$ cat src/hw/rtl/mic_pkg.sv
package mic_pkg;

  localparam int MAX_LEN_DEF = 8;
  localparam int FIFO_DEPTH  = 2;

  localparam int IDX_W  = 19;
  localparam int CHAR_W = 8;
  localparam int LEN_W  = 4;
  localparam int DIG_W  = 3;
  // 4 * 5^(IDX_DIGITS-1) must fit
  localparam int THR_W  = 21;
  // longest motif length the decoder searches; only motifs up to 8 long fit wholly in IDX_W bits
  localparam int IDX_DIGITS = 9;

  localparam logic [CHAR_W-1:0] CH_A = 8'h41;
  localparam logic [CHAR_W-1:0] CH_C = 8'h43;
  localparam logic [CHAR_W-1:0] CH_G = 8'h47;
  localparam logic [CHAR_W-1:0] CH_T = 8'h54;
  localparam logic [CHAR_W-1:0] CH_N = 8'h4E;

  typedef enum logic {
    CMD_ENCODE = 1'b0,
    CMD_DECODE = 1'b1
  } mic_cmd_t;

  typedef enum logic [1:0] {
    ST_OK       = 2'd0,
    ST_TOO_LONG = 2'd1,
    ST_RANGE    = 2'd2
  } mic_status_t;

  typedef enum logic {
    KIND_SINGLE = 1'b0,   // one result carrying value as index_out
    KIND_DIGITS = 1'b1    // len results, one character each
  } mic_kind_t;

  typedef struct packed {
    mic_kind_t          kind;
    logic [IDX_W-1:0]   value;   // encode index, or decode remainder
    logic [LEN_W-1:0]   len;
    mic_status_t        status;
  } mic_entry_t;

  function automatic logic [DIG_W-1:0] digit_of(input logic [CHAR_W-1:0] c);
    logic [DIG_W-1:0] d;
    unique case (c)
      CH_C:    d = 3'd1;
      CH_G:    d = 3'd2;
      CH_T:    d = 3'd3;
      CH_N:    d = 3'd4;
      default: d = 3'd0;
    endcase
    return d;
  endfunction

  function automatic logic [CHAR_W-1:0] char_of(input logic [DIG_W-1:0] d);
    logic [CHAR_W-1:0] c;
    unique case (d)
      3'd1:    c = CH_C;
      3'd2:    c = CH_G;
      3'd3:    c = CH_T;
      3'd4:    c = CH_N;
      default: c = CH_A;
    endcase
    return c;
  endfunction

  function automatic logic [63:0] pow5(input int k);
    logic [63:0] p;
    p = 64'd1;
    for (int i = 0; i < k; i++) begin
      p = p * 64'd5;
    end
    return p;
  endfunction

  // count of all motifs shorter than l
  function automatic logic [63:0] cum_off(input int l);
    logic [63:0] s;
    s = 64'd0;
    for (int i = 1; i < l; i++) begin
      s = s + pow5(i);
    end
    return s;
  endfunction

endpackage

$ cat src/hw/rtl/mic_if.sv
interface mic_in_if;
  logic                          valid;
  logic                          ready;
  logic                          command;
  logic [mic_pkg::CHAR_W-1:0]    char_in;
  logic                          char_is_last;
  logic [mic_pkg::IDX_W-1:0]     index_in;

  modport source(output valid, command, char_in, char_is_last, index_in, input ready);
  modport sink(input valid, command, char_in, char_is_last, index_in, output ready);
endinterface

interface mic_out_if;
  logic                          valid;
  logic                          ready;
  logic [mic_pkg::IDX_W-1:0]     index_out;
  logic [mic_pkg::CHAR_W-1:0]    char_out;
  logic [mic_pkg::LEN_W-1:0]     motif_length;
  logic                          run_last;
  logic [1:0]                    status;

  modport source(output valid, index_out, char_out, motif_length, run_last, status,
                 input ready);
  modport sink(input valid, index_out, char_out, motif_length, run_last, status,
               output ready);
endinterface

$ cat src/hw/rtl/mic_front.sv
module mic_front #(
  parameter int MAX_LEN = mic_pkg::MAX_LEN_DEF
) (
  input  logic                clk,
  input  logic                rst_n,
  mic_in_if.sink              in_ch,
  input  logic                q_full,
  output logic                q_push,
  output mic_pkg::mic_entry_t q_entry
);

  localparam int CW      = $clog2(MAX_LEN + 1);
  localparam int DEC_MAX = (MAX_LEN < mic_pkg::IDX_DIGITS) ? MAX_LEN : mic_pkg::IDX_DIGITS;
  localparam int IW      = mic_pkg::IDX_W;

  logic [IW-1:0] acc_r, acc_nxt;
  logic [IW-1:0] off_r, off_nxt;
  logic [CW-1:0] chars_r, chars_nxt;
  logic          long_r, long_nxt;

  logic                           take;
  logic                           has_room;
  logic [mic_pkg::DIG_W-1:0]      digit;
  logic [IW-1:0]                  acc_ins, off_ins, enc_index;
  logic [IW-1:0]                  acc_n, off_n;
  logic [CW-1:0]                  chars_n;
  logic                           long_n;
  logic [mic_pkg::LEN_W-1:0]      dec_len;
  logic [IW-1:0]                  dec_base;
  logic [IW-1:0]                  dec_rem;
  mic_pkg::mic_entry_t            enc_entry, dec_entry;

  assign in_ch.ready = !q_full;
  assign take        = in_ch.valid && in_ch.ready;

  // encode: absorb one character (x5 as shift and add)
  always_comb begin
    has_room = chars_r < CW'(MAX_LEN);
    digit    = mic_pkg::digit_of(in_ch.char_in);
    acc_ins  = IW'({acc_r, 2'b00} + {2'b00, acc_r} + (IW + 2)'(digit));
    off_ins  = (chars_r != '0) ? IW'({off_r, 2'b00} + {2'b00, off_r} + (IW + 2)'(5)) : off_r;
    acc_n    = has_room ? acc_ins : acc_r;
    off_n    = has_room ? off_ins : off_r;
    chars_n  = has_room ? chars_r + CW'(1) : chars_r;
    long_n   = long_r || !has_room;
    enc_index = acc_n + off_n;

    enc_entry.kind = mic_pkg::KIND_SINGLE;
    if (long_n) begin
      enc_entry.value  = '0;
      enc_entry.len    = mic_pkg::LEN_W'(MAX_LEN);
      enc_entry.status = mic_pkg::ST_TOO_LONG;
    end else begin
      enc_entry.value  = enc_index;
      enc_entry.len    = mic_pkg::LEN_W'(chars_n);
      enc_entry.status = mic_pkg::ST_OK;
    end
  end

  // decode: length search against constant bounds, smallest match wins
  always_comb begin
    dec_len  = '0;
    dec_base = '0;
    for (int l = DEC_MAX; l >= 1; l--) begin
      if ({{(64 - IW){1'b0}}, in_ch.index_in} < mic_pkg::cum_off(l + 1)) begin
        dec_len  = mic_pkg::LEN_W'(l);
        dec_base = IW'(mic_pkg::cum_off(l));
      end
    end
    dec_rem = in_ch.index_in - dec_base;

    if (dec_len == '0) begin
      dec_entry.kind   = mic_pkg::KIND_SINGLE;
      dec_entry.value  = '0;
      dec_entry.len    = '0;
      dec_entry.status = mic_pkg::ST_RANGE;
    end else begin
      dec_entry.kind   = mic_pkg::KIND_DIGITS;
      dec_entry.value  = dec_rem;
      dec_entry.len    = dec_len;
      dec_entry.status = mic_pkg::ST_OK;
    end
  end

  always_comb begin
    acc_nxt   = acc_r;
    off_nxt   = off_r;
    chars_nxt = chars_r;
    long_nxt  = long_r;
    q_push    = 1'b0;
    q_entry   = dec_entry;
    if (take) begin
      if (mic_pkg::mic_cmd_t'(in_ch.command) == mic_pkg::CMD_DECODE) begin
        q_push = 1'b1;
      end else if (in_ch.char_is_last) begin
        q_push    = 1'b1;
        q_entry   = enc_entry;
        acc_nxt   = '0;
        off_nxt   = '0;
        chars_nxt = '0;
        long_nxt  = 1'b0;
      end else begin
        acc_nxt   = acc_n;
        off_nxt   = off_n;
        chars_nxt = chars_n;
        long_nxt  = long_n;
      end
    end
  end

  always_ff @(posedge clk) begin
    if (!rst_n) begin
      acc_r   <= '0;
      off_r   <= '0;
      chars_r <= '0;
      long_r  <= 1'b0;
    end else begin
      acc_r   <= acc_nxt;
      off_r   <= off_nxt;
      chars_r <= chars_nxt;
      long_r  <= long_nxt;
    end
  end

endmodule

$ cat src/hw/rtl/mic_fifo.sv
module mic_fifo #(
  parameter int DEPTH = mic_pkg::FIFO_DEPTH
) (
  input  logic                clk,
  input  logic                rst_n,
  input  logic                push,
  input  mic_pkg::mic_entry_t wr_entry,
  input  logic                pop,
  output logic                full,
  output logic                not_empty,
  output mic_pkg::mic_entry_t rd_entry
);

  localparam int PW = (DEPTH > 1) ? $clog2(DEPTH) : 1;
  localparam int NW = $clog2(DEPTH + 1);

  mic_pkg::mic_entry_t mem_r [DEPTH];
  logic [PW-1:0]       wp_r, wp_nxt, rp_r, rp_nxt;
  logic [NW-1:0]       cnt_r, cnt_nxt;

  assign full      = cnt_r == NW'(DEPTH);
  assign not_empty = cnt_r != '0;
  assign rd_entry  = mem_r[rp_r];

  always_comb begin
    wp_nxt  = wp_r;
    rp_nxt  = rp_r;
    cnt_nxt = cnt_r;
    if (push) begin
      wp_nxt = (wp_r == PW'(DEPTH - 1)) ? '0 : wp_r + PW'(1);
    end
    if (pop) begin
      rp_nxt = (rp_r == PW'(DEPTH - 1)) ? '0 : rp_r + PW'(1);
    end
    if (push && !pop) begin
      cnt_nxt = cnt_r + NW'(1);
    end else if (pop && !push) begin
      cnt_nxt = cnt_r - NW'(1);
    end
  end

  always_ff @(posedge clk) begin
    if (push) begin
      mem_r[wp_r] <= wr_entry;
    end
  end

  always_ff @(posedge clk) begin
    if (!rst_n) begin
      wp_r  <= '0;
      rp_r  <= '0;
      cnt_r <= '0;
    end else begin
      wp_r  <= wp_nxt;
      rp_r  <= rp_nxt;
      cnt_r <= cnt_nxt;
    end
  end

endmodule

$ cat src/hw/rtl/mic_back.sv
module mic_back (
  input  logic                clk,
  input  logic                rst_n,
  input  logic                q_not_empty,
  input  mic_pkg::mic_entry_t q_entry,
  output logic                q_pop,
  mic_out_if.source           out_ch
);

  localparam int IW = mic_pkg::IDX_W;
  localparam int LW = mic_pkg::LEN_W;
  localparam int TW = mic_pkg::THR_W;

  logic                 busy_r, busy_nxt;
  mic_pkg::mic_kind_t   kind_r;
  logic [IW-1:0]        val_r;
  logic [LW-1:0]        len_r;
  logic [LW-1:0]        k_r;
  mic_pkg::mic_status_t status_r;

  logic                       out_valid_r, out_valid_nxt;
  logic [IW-1:0]              index_out_r;
  logic [mic_pkg::CHAR_W-1:0] char_out_r;
  logic [LW-1:0]              len_out_r;
  logic                       last_out_r;
  mic_pkg::mic_status_t       st_out_r;

  logic                       load_ok, emit, done;
  logic [TW-1:0]              thr [5];
  logic [mic_pkg::DIG_W-1:0]  dig;

  assign load_ok = !out_valid_r || out_ch.ready;
  assign emit    = busy_r && load_ok;
  assign done    = (kind_r == mic_pkg::KIND_SINGLE) || (k_r == '0);
  assign q_pop   = !busy_r && q_not_empty;

  // d * 5^k for the current digit place, constants per place
  always_comb begin
    for (int d = 0; d < 5; d++) begin
      thr[d] = '0;
    end
    for (int j = 0; j < mic_pkg::IDX_DIGITS; j++) begin
      if (k_r == LW'(j)) begin
        for (int d = 1; d < 5; d++) begin
          thr[d] = TW'(mic_pkg::pow5(j) * 64'(d));
        end
      end
    end
    dig = '0;
    for (int d = 1; d < 5; d++) begin
      if ({{(TW - IW){1'b0}}, val_r} >= thr[d]) begin
        dig = mic_pkg::DIG_W'(d);
      end
    end
  end

  always_comb begin
    busy_nxt = busy_r;
    if (q_pop) begin
      busy_nxt = 1'b1;
    end else if (emit && done) begin
      busy_nxt = 1'b0;
    end
    if (emit) begin
      out_valid_nxt = 1'b1;
    end else if (out_ch.ready) begin
      out_valid_nxt = 1'b0;
    end else begin
      out_valid_nxt = out_valid_r;
    end
  end

  always_ff @(posedge clk) begin
    if (q_pop) begin
      kind_r   <= q_entry.kind;
      val_r    <= q_entry.value;
      len_r    <= q_entry.len;
      k_r      <= q_entry.len - LW'(1);
      status_r <= q_entry.status;
    end else if (emit && kind_r == mic_pkg::KIND_DIGITS) begin
      val_r <= val_r - IW'(thr[dig]);
      k_r   <= k_r - LW'(1);
    end
    if (emit) begin
      len_out_r  <= len_r;
      last_out_r <= done;
      st_out_r   <= status_r;
      if (kind_r == mic_pkg::KIND_DIGITS) begin
        index_out_r <= '0;
        char_out_r  <= mic_pkg::char_of(dig);
      end else begin
        index_out_r <= val_r;
        char_out_r  <= '0;
      end
    end
  end

  always_ff @(posedge clk) begin
    if (!rst_n) begin
      busy_r      <= 1'b0;
      out_valid_r <= 1'b0;
    end else begin
      busy_r      <= busy_nxt;
      out_valid_r <= out_valid_nxt;
    end
  end

  assign out_ch.valid        = out_valid_r;
  assign out_ch.index_out    = index_out_r;
  assign out_ch.char_out     = char_out_r;
  assign out_ch.motif_length = len_out_r;
  assign out_ch.run_last     = last_out_r;
  assign out_ch.status       = st_out_r;

  a_pop_loads: assert property (@(posedge clk) disable iff (!rst_n)
    q_pop |=> busy_r)
    else $error("pop did not start work");

  a_digit_place: assert property (@(posedge clk) disable iff (!rst_n)
    busy_r && kind_r == mic_pkg::KIND_DIGITS |-> k_r < len_r)
    else $error("digit place beyond motif length");

  a_range_shape: assert property (@(posedge clk) disable iff (!rst_n)
    out_valid_r && st_out_r == mic_pkg::ST_RANGE
      |-> len_out_r == '0 && last_out_r && index_out_r == '0 && char_out_r == '0)
    else $error("bad out-of-range result");

  a_char_only_ok: assert property (@(posedge clk) disable iff (!rst_n)
    out_valid_r && char_out_r != '0 |-> st_out_r == mic_pkg::ST_OK && index_out_r == '0)
    else $error("character result with status or index");

endmodule

$ cat src/hw/rtl/motif_index_codec.sv
// Motif index codec: converts between DNA motifs (A,C,G,T,N; length 1 to
// MAX_LEN) and a flat index = base-5 value of the motif (first character most
// significant) + count of all shorter motifs. Encode (command 0) takes one
// character per transfer, any other byte counting as A; the character marked
// char_is_last yields one result with index_out and motif_length, or status 1
// if more than MAX_LEN characters came. Decode (command 1) takes an index and
// yields one result per character, first to last, run_last on the final one;
// an index at or above the total count of motifs yields one result with
// status 2, run_last set and all other fields zero. Decode transfers do not
// disturb a motif being encoded. Rate: encode characters are taken one per
// cycle while the queue is not full. Each queued job (encode result or decode
// index) is loaded into the back end, which takes no new job until it has
// issued its last result; its digit extractor makes one base-5 digit per cycle
// unless the output stalls. A small queue lets the front keep taking input.
module motif_index_codec #(
  parameter int MAX_LEN    = mic_pkg::MAX_LEN_DEF,  // 1..8
  parameter int FIFO_DEPTH = mic_pkg::FIFO_DEPTH
) (
  input  logic       clk,
  input  logic       rst_n,
  mic_in_if.sink     in_ch,
  mic_out_if.source  out_ch
);

  // front -> queue -> back
  logic                q_push, q_pop, q_full, q_not_empty;
  mic_pkg::mic_entry_t q_wr, q_rd;

  // front: takes every transfer, runs the encode accumulator and the
  // decode length search, queues one job per result group
  mic_front #(
    .MAX_LEN (MAX_LEN)
  ) u_front (
    .clk     (clk),
    .rst_n   (rst_n),
    .in_ch   (in_ch),
    .q_full  (q_full),
    .q_push  (q_push),
    .q_entry (q_wr)
  );

  mic_fifo #(
    .DEPTH (FIFO_DEPTH)
  ) u_fifo (
    .clk       (clk),
    .rst_n     (rst_n),
    .push      (q_push),
    .wr_entry  (q_wr),
    .pop       (q_pop),
    .full      (q_full),
    .not_empty (q_not_empty),
    .rd_entry  (q_rd)
  );

  // back: emits results through a registered output stage
  mic_back u_back (
    .clk         (clk),
    .rst_n       (rst_n),
    .q_not_empty (q_not_empty),
    .q_entry     (q_rd),
    .q_pop       (q_pop),
    .out_ch      (out_ch)
  );

endmodule
$ cat src/flat_wrapper.sv
// flat-port wrapper written by rule: the top's interface ports become plain ports
module motif_index_codec_flat 
#(
  parameter int MAX_LEN    = mic_pkg::MAX_LEN_DEF,         
  parameter int FIFO_DEPTH = mic_pkg::FIFO_DEPTH
)
  (clk, rst_n, in_ch_valid, in_ch_command, in_ch_char_in, in_ch_char_is_last, in_ch_index_in, in_ch_ready, out_ch_valid, out_ch_index_out, out_ch_char_out, out_ch_motif_length, out_ch_run_last, out_ch_status, out_ch_ready);
  mic_in_if in_ch_i ();
  mic_out_if out_ch_i ();
  input  logic clk;
  input  logic rst_n;
  input wire logic [$bits(in_ch_i.valid)-1:0] in_ch_valid;
  input wire logic [$bits(in_ch_i.command)-1:0] in_ch_command;
  input wire logic [$bits(in_ch_i.char_in)-1:0] in_ch_char_in;
  input wire logic [$bits(in_ch_i.char_is_last)-1:0] in_ch_char_is_last;
  input wire logic [$bits(in_ch_i.index_in)-1:0] in_ch_index_in;
  output wire logic [$bits(in_ch_i.ready)-1:0] in_ch_ready;
  output wire logic [$bits(out_ch_i.valid)-1:0] out_ch_valid;
  output wire logic [$bits(out_ch_i.index_out)-1:0] out_ch_index_out;
  output wire logic [$bits(out_ch_i.char_out)-1:0] out_ch_char_out;
  output wire logic [$bits(out_ch_i.motif_length)-1:0] out_ch_motif_length;
  output wire logic [$bits(out_ch_i.run_last)-1:0] out_ch_run_last;
  output wire logic [$bits(out_ch_i.status)-1:0] out_ch_status;
  input wire logic [$bits(out_ch_i.ready)-1:0] out_ch_ready;
  assign in_ch_i.valid = in_ch_valid;
  assign in_ch_i.command = in_ch_command;
  assign in_ch_i.char_in = in_ch_char_in;
  assign in_ch_i.char_is_last = in_ch_char_is_last;
  assign in_ch_i.index_in = in_ch_index_in;
  assign in_ch_ready = in_ch_i.ready;
  assign out_ch_valid = out_ch_i.valid;
  assign out_ch_index_out = out_ch_i.index_out;
  assign out_ch_char_out = out_ch_i.char_out;
  assign out_ch_motif_length = out_ch_i.motif_length;
  assign out_ch_run_last = out_ch_i.run_last;
  assign out_ch_status = out_ch_i.status;
  assign out_ch_i.ready = out_ch_ready;
  motif_index_codec #(.MAX_LEN(MAX_LEN), .FIFO_DEPTH(FIFO_DEPTH)) u_core (.clk(clk), .rst_n(rst_n), .in_ch(in_ch_i), .out_ch(out_ch_i));
endmodule
$ cat config.mk
export PLATFORM = sky130hd
export DESIGN_NAME = motif_index_codec_flat
export DESIGN_NICKNAME = d
export VERILOG_FILES = /design/src/hw/rtl/mic_pkg.sv /design/src/hw/rtl/mic_if.sv /design/src/hw/rtl/mic_front.sv /design/src/hw/rtl/mic_fifo.sv /design/src/hw/rtl/mic_back.sv /design/src/hw/rtl/motif_index_codec.sv /design/src/flat_wrapper.sv
export SDC_FILE = /design/constraint.sdc
export NUM_CORES = 1
export LEC_CHECK = 0
export BUFFER_PORTS_ARGS = -buffer_cell sky130_fd_sc_hd__buf_2
export CORE_ASPECT_RATIO = 0.9
export CORE_MARGIN = 1
export CORE_UTILIZATION = 43
export CTS_BUF_LIST = sky130_fd_sc_hd__clkbuf_8
export DETAILED_ROUTE_END_ITERATION = 8
export PLACE_DENSITY_LB_ADDON = 0.05
export REMOVE_ABC_BUFFERS = 1
export SKIP_CTS_REPAIR_TIMING = 1
export SLEW_MARGIN = 20
export SYNTH_ARGS = -nofsm -noshare
export SYNTH_HDL_FRONTEND = slang
export SYNTH_SLANG_ARGS = --single-unit
$ cat constraint.sdc
create_clock -name clk -period 10 [get_ports clk]
set_clock_uncertainty 0.15 [all_clocks]
set_input_delay 1 -clock clk [delete_from_list [all_inputs] [get_ports clk]]
set_output_delay 1 -clock clk [all_outputs]
set_load 0.05 [all_outputs]
# Yosys cells after proc, flatten, opt, wreduce, memory -nomap -nowiden
# Memories as Yosys holds them, arrays and structs flattened. A register that Yosys moved wholly into a read port is not among the register bits.
# Cells that the tools add are included.
# word_totals
mem_count,1
mem_bits_rw,52
regBits,113
in_bits,33
out_inout_bits,36
# classes
magnitude_cmp,14
n_mux,66
eq_ne,17
reduce_logical,25
bitwise,3
add_sub_neg,14
# mem_list
name,depth,width,rd,rd_clocked_by_memory_dff,wr,line_no,source
u_core.u_fifo.mem_r,2,26,1,1,1,mic_fifo.sv:17,mic_pkg::mic_entry_t mem_r [DEPTH];
# op_table
cell,count
$mux 84,6
$mux 19,16
$mux 26,4
$ge 19x21->1,4
$mux 68,1
$mux 66,1
$mux 64,1
$bmux 21 s3,1
$add 19x19->19,3
$mux 4,12
$sub 19x19->19,2
$eq 8x7->1 const B,4
$mux 25,1
$pmux 5 s4,1
$add 19x3->19,1
$add 19x3->19 const B,1
$lt 19x10->1 const B,1
$lt 19x12->1 const B,1
$lt 19x15->1 const B,1
$lt 19x17->1 const B,1
$lt 19x19->1 const B,1
$lt 19x3->1 const B,1
$lt 19x5->1 const B,1
$lt 19x8->1 const B,1
other kinds (29),72

# Depth between registers and ports, before layout
# depth
ltp_word,22
ltp_mapped,31
mapped_depth_nobuf,30

# Cells and area by module
# Synthesis repeated with hierarchy kept, for this count alone.
# hier_totals
cells_unflattened,1487
area_unflattened_um2,13817.0
# by_module_without_submodules
mod,area_per_inst_um2,n_inst,cells_each
mic_front,6262.3,1,804
mic_back,5451.5,1,580
mic_fifo,2103.3,1,103

# Least setup slack after synthesis
# Ideal clock, no wire load.
# synth_path
path_type,input to register
startpoint,input in_ch_char_in[2]
endpoint,"memory u_core.u_fifo.mem_r[0][24] (netlist name), data pin"
arrival_time_ns,5.659
n_path_buf,0
required_ns,9.685
setup_slack_ns,4.026
stages,22
path_cell_list,nor4bb_1 -> and4_1 -> fa_1 -> inv_1 -> fa_1 -> nor2b_1 -> o21ai_0 -> nand2b_1 -> a21oi_1 -> o211a_1 -> nor3_1 -> a31oi_1 -> xnor2_1 -> mux2_2 -> ha_1 -> nand3_1 -> o21ai_0 -> a2111oi_4 -> or4_1 -> nand2_1 -> xnor3_1 -> o22ai_1
# synth_rtl
element,line_no,source
"start, declared",flat_wrapper.sv:14,input wire logic [$bits(in_ch_i.char_in)-1:0] in_ch_char_in;
"end, declared",mic_fifo.sv:17,

# Final worst setup path
# layout_path
startpoint,register u_core.u_back.k_r[3]
endpoint,"register u_core.u_back.val_r[17], data pin"
# layout_via
elab_chain_len,22
# layout_rtl
element,line_no,source
"start, declared",mic_back.sv:18,logic [LW-1:0] k_r;
"start signal, assigned",mic_back.sv:78,k_r <= q_entry.len - LW'(1);
"start signal, assigned",mic_back.sv:82,k_r <= k_r - LW'(1);
$logic_not 4->1,mic_back.sv:43,if (k_r == LW'(j)) begin
$mux 64,mic_back.sv:43,
$mux 66,mic_back.sv:43,
$mux 68,mic_back.sv:43,
$mux 84 (5 in a row),mic_back.sv:43,
$mux 84 *,mic_back.sv:43,
$ge 19x21->1,mic_back.sv:51,"if ({{(TW - IW){1'b0}}, val_r} >= thr[d]) begin"
$mux 1,mic_back.sv:51,
$mux 3 (3 in a row),mic_back.sv:51,
$not 3->4 (not written as such),mic_back.sv:81,val_r <= val_r - IW'(thr[dig]);
$bmux 21 s3 *,mic_back.sv:81,
$mux 19 (not written as such) * (2 in a row),mic_back.sv:81,
$sub 19x19->19 *,mic_back.sv:81,
$mux 19 *,mic_back.sv:80,end else if (emit && kind_r == mic_pkg::KIND_DIGITS) begin
$mux 19 *,mic_back.sv:74,if (q_pop) begin
"end signal, assigned",mic_back.sv:76,val_r <= q_entry.value;
"end signal, assigned",mic_back.sv:81,
"end, declared",mic_back.sv:16,logic [IW-1:0] val_r;
# Mark *: on every way between the ends. The rest lies on a longest branch, timed or not. The select of a mux whose other input is x is not followed.
# A chain may end at the register's enable or synchronous reset.

==> impl_results.md <==
* Status: completed
* R2R depth at 27
* I/O Buffers at 66
* Worst path max stage delay at 710 ps
* Syn avg cell area at 9.103 um^2
* Nature of the critical path endpoint: flop
* Fin cells at 1941
* WHS at 276.7 ps
* Total congestion overflow after global routing at 0
* First-pass DRT Iterations at 5
* CTS tree: yes
* CTS clk-pin slew, worst paths at 100 ps
* Tot GR Track Use at 0.2236
* Area grow syn2layout at 8.795%
* Detailed Place HPWL at 26770 um
* Remaining DRCs at 0
* Hold depth at 0
* Max IR drop VDD at 0.0001278 V
* Crit share post-route at 0.7260
* Synth warn at 0
* Root Buffer: clkbuf_8
* Pin count of the biggest net entering global routing at 34
* Number of flops mapped to enable cells by yosys at 114
* WL final at 34800 um
* Final net count at 1746
* Arrival @ worst endpoint at 7330 ps
* Initial antenna violation count at 4
* PwrDens at 298.3 nW/um^2
* Finish-stage setup viols at 0
* Max Clk Rate at 137.7 MHz
* Sink Count at 164
* Top-Level Pins at 69
* Global-route wire length before repair at 55870 um
* Share of layout cells above drive strength 1 at 0.09831
* Worst Tran Pin Value at 1076 ps
* Vias after detailed routing at 11000
* Post-DR vias/cell at 5.669
* Critical path class: flop to flop
* Most frequent cells after synthesis: 185 x ha_1, 119 x nor2_1, 115 x nand2_1, 114 x edfxtp_1, 113 x a21oi_1
* Asr flop ratio synth at 0
* Initial DRC count at 779
* Register bit total from synthesis at 164
* CP max FO at 18
* Placed cell count at 1907
* Total CTS buffers at 17
* Leading post-synthesis cells by cell area: edfxtp_1 26%, ha_1 17%, dfxtp_1 7.5%
* Row cnt at 60
* Die Span Y at 169.3 um
* Most common cell in the netlist: ha_1
* Area share of the largest cell type after synthesis at 0.2560
* Clock Latency Late Sink at 500 ps
* Post-layout util at 0.4809
* Die area at 31810 um^2
* GP Congestion at 0.9214
* Post-synthesis cell count at 1469
* Post-route ant nets at 0
* Final total power at 4.340 mW
* Die Wd at 187.9 um
* Final critical-path required period at 7260 ps
* Core footprint at 30250 um^2
* Static Leakage at 6.101 nW
* Final hold vios at 0
* WP data required at 10070 ps
* FF+latch area at 4424 um^2
* Post-synthesis sequential area ratio at 0.3308
* Max-slew headroom at 0.2751
* Distinct cell type count after synthesis at 73
* Wirelength per Cell at 17.93 um
* Filler Cells Inserted at 2913
* Top_reg_cell synth: edfxtp_1
* Starting density of the core at 0.4420
* Setup TNS at 0 ps
* RSZ-0062 raised after global routing: no
* Max cap viols at 0
* Hold Crit Class: flop to flop
* Synthesized area at 13370 um^2
* Cell taking the most area after synthesis: edfxtp_1
* Vias in the first global route at 10410
* Crit start category: flop
* Bufs on Longest Clock Path at 2
* Slew Viols, Final at 0
* Area of the multi-input gates at 8531 um^2
* Max H-tree Level at 4
* Critical-path top delay cell: edfxtp_1
critical path, delay by kind of cell (launching register included):
family	cells	cell delay, ps
DFF	1	710
buffers and inverters	4	600
and+or+nand+nor	10	2100
xor gates and xnor gates	1	160
AOI/OAI and AO/OA	10	2590
adders and majority gates	2	680
kinds of logic after synthesis:
kind of cell | share of synthesized area
muxes | 0.02536
and+or+nand+nor | 0.1535
AOI/OAI and AO/OA | 0.2168
adders and majority gates | 0.1806
buffers and inverters | 0.03265
xor gates and xnor gates | 0.05997
other | 0.0002804
DFF | 0.3308
final cells by class:
class                           instances  share of cell area
Antenna cell                            2           0.0003440
Tap cell                              403             0.03466
Timing Repair Buffer                   78             0.02890
Clock buffer                           17             0.01608
Sequential cell                       164              0.3041
Clock inverter                         15             0.01152
Multi-Input combinational cell       1192              0.5863
Inverter                               70             0.01806
report_power, final:
group	leakage, nW	switching [mW]	internal [mW]
Clock	0.209	0.313	0.210
Combinational	4.42	1.63	1.04
Sequential	1.48	0.139	1.00
final timing paths:
check,start,to,slack (ps)
max,u_core.u_back.k_r[3],u_core.u_back.val_r[17],2740
min,u_core.u_back.len_r[2],u_core.u_back.out_ch.motif_length[2],280
max reg2reg,u_core.u_back.k_r[3],u_core.u_back.val_r[17],2740
min reg2reg,u_core.u_back.len_r[2],u_core.u_back.out_ch.motif_length[2],280
state kept, by name, summed over array words and instances (netlist names), 2 cells and up, named ones only:
| signal | flops |
|---|---|
| u_core.u_back.k_r | 4 |
| u_core.u_back.len_r | 4 |
| u_core.u_back.out_ch.char_out | 6 |
| u_core.u_back.out_ch.index_out | 19 |
| u_core.u_back.out_ch.motif_length | 4 |
| u_core.u_back.out_ch.status | 2 |
| u_core.u_back.status_r | 2 |
| u_core.u_back.val_r | 19 |
| u_core.u_fifo.cnt_r | 2 |
| u_core.u_fifo.mem_r | 52 |
| u_core.u_front.acc_r | 19 |
| u_core.u_front.chars_r | 4 |
| u_core.u_front.off_r | 19 |
routing by layer:
metal | part of all wire | track usage
met1 | 0.46 | 0.2800
met4 | 0.037 | 0.09721
met2 | 0.47 | 0.3826
met3 | 0.036 | 0.03391
met5 | 0.00078 | 0
through the flow:
step	area, um^2	setup WS, ps
4_1_cts	14540	2829
2_1_floorplan	13200	4021
6_report	14550	2740
3_5_place_dp	14140	2867
3_3_place_gp	14140	2940
5_1_grt	14540	2077
cells in the final DEF, fill, tap and decap left out, types with 14 or more instances in the layout:
cell type | netlist | final
a21oi_1 | 113 | 113
nand4_1 | 16 | 16
nor2b_1 | 47 | 47
dfxtp_1 | 50 | 50
nand3_1 | 31 | 31
o22ai_1 | 23 | 23
mux2_2 | 15 | 15
ha_1 | 185 | 185
o21ai_0 | 102 | 102
nor2_1 | 119 | 119
a21o_1 | 56 | 56
a22oi_1 | 31 | 31
xnor2_1 | 58 | 58
o211ai_1 | 14 | 14
mux2i_1 | 17 | 17
inv_1 | 66 | 67
clkbuf_8 | 0 | 17
xor2_1 | 31 | 31
a211oi_1 | 17 | 17
nand2b_1 | 23 | 23
buf_2 | 1 | 66
edfxtp_1 | 114 | 114
nand2_1 | 115 | 115
nor3_1 | 28 | 26
(Power assumes the default switching activity.)
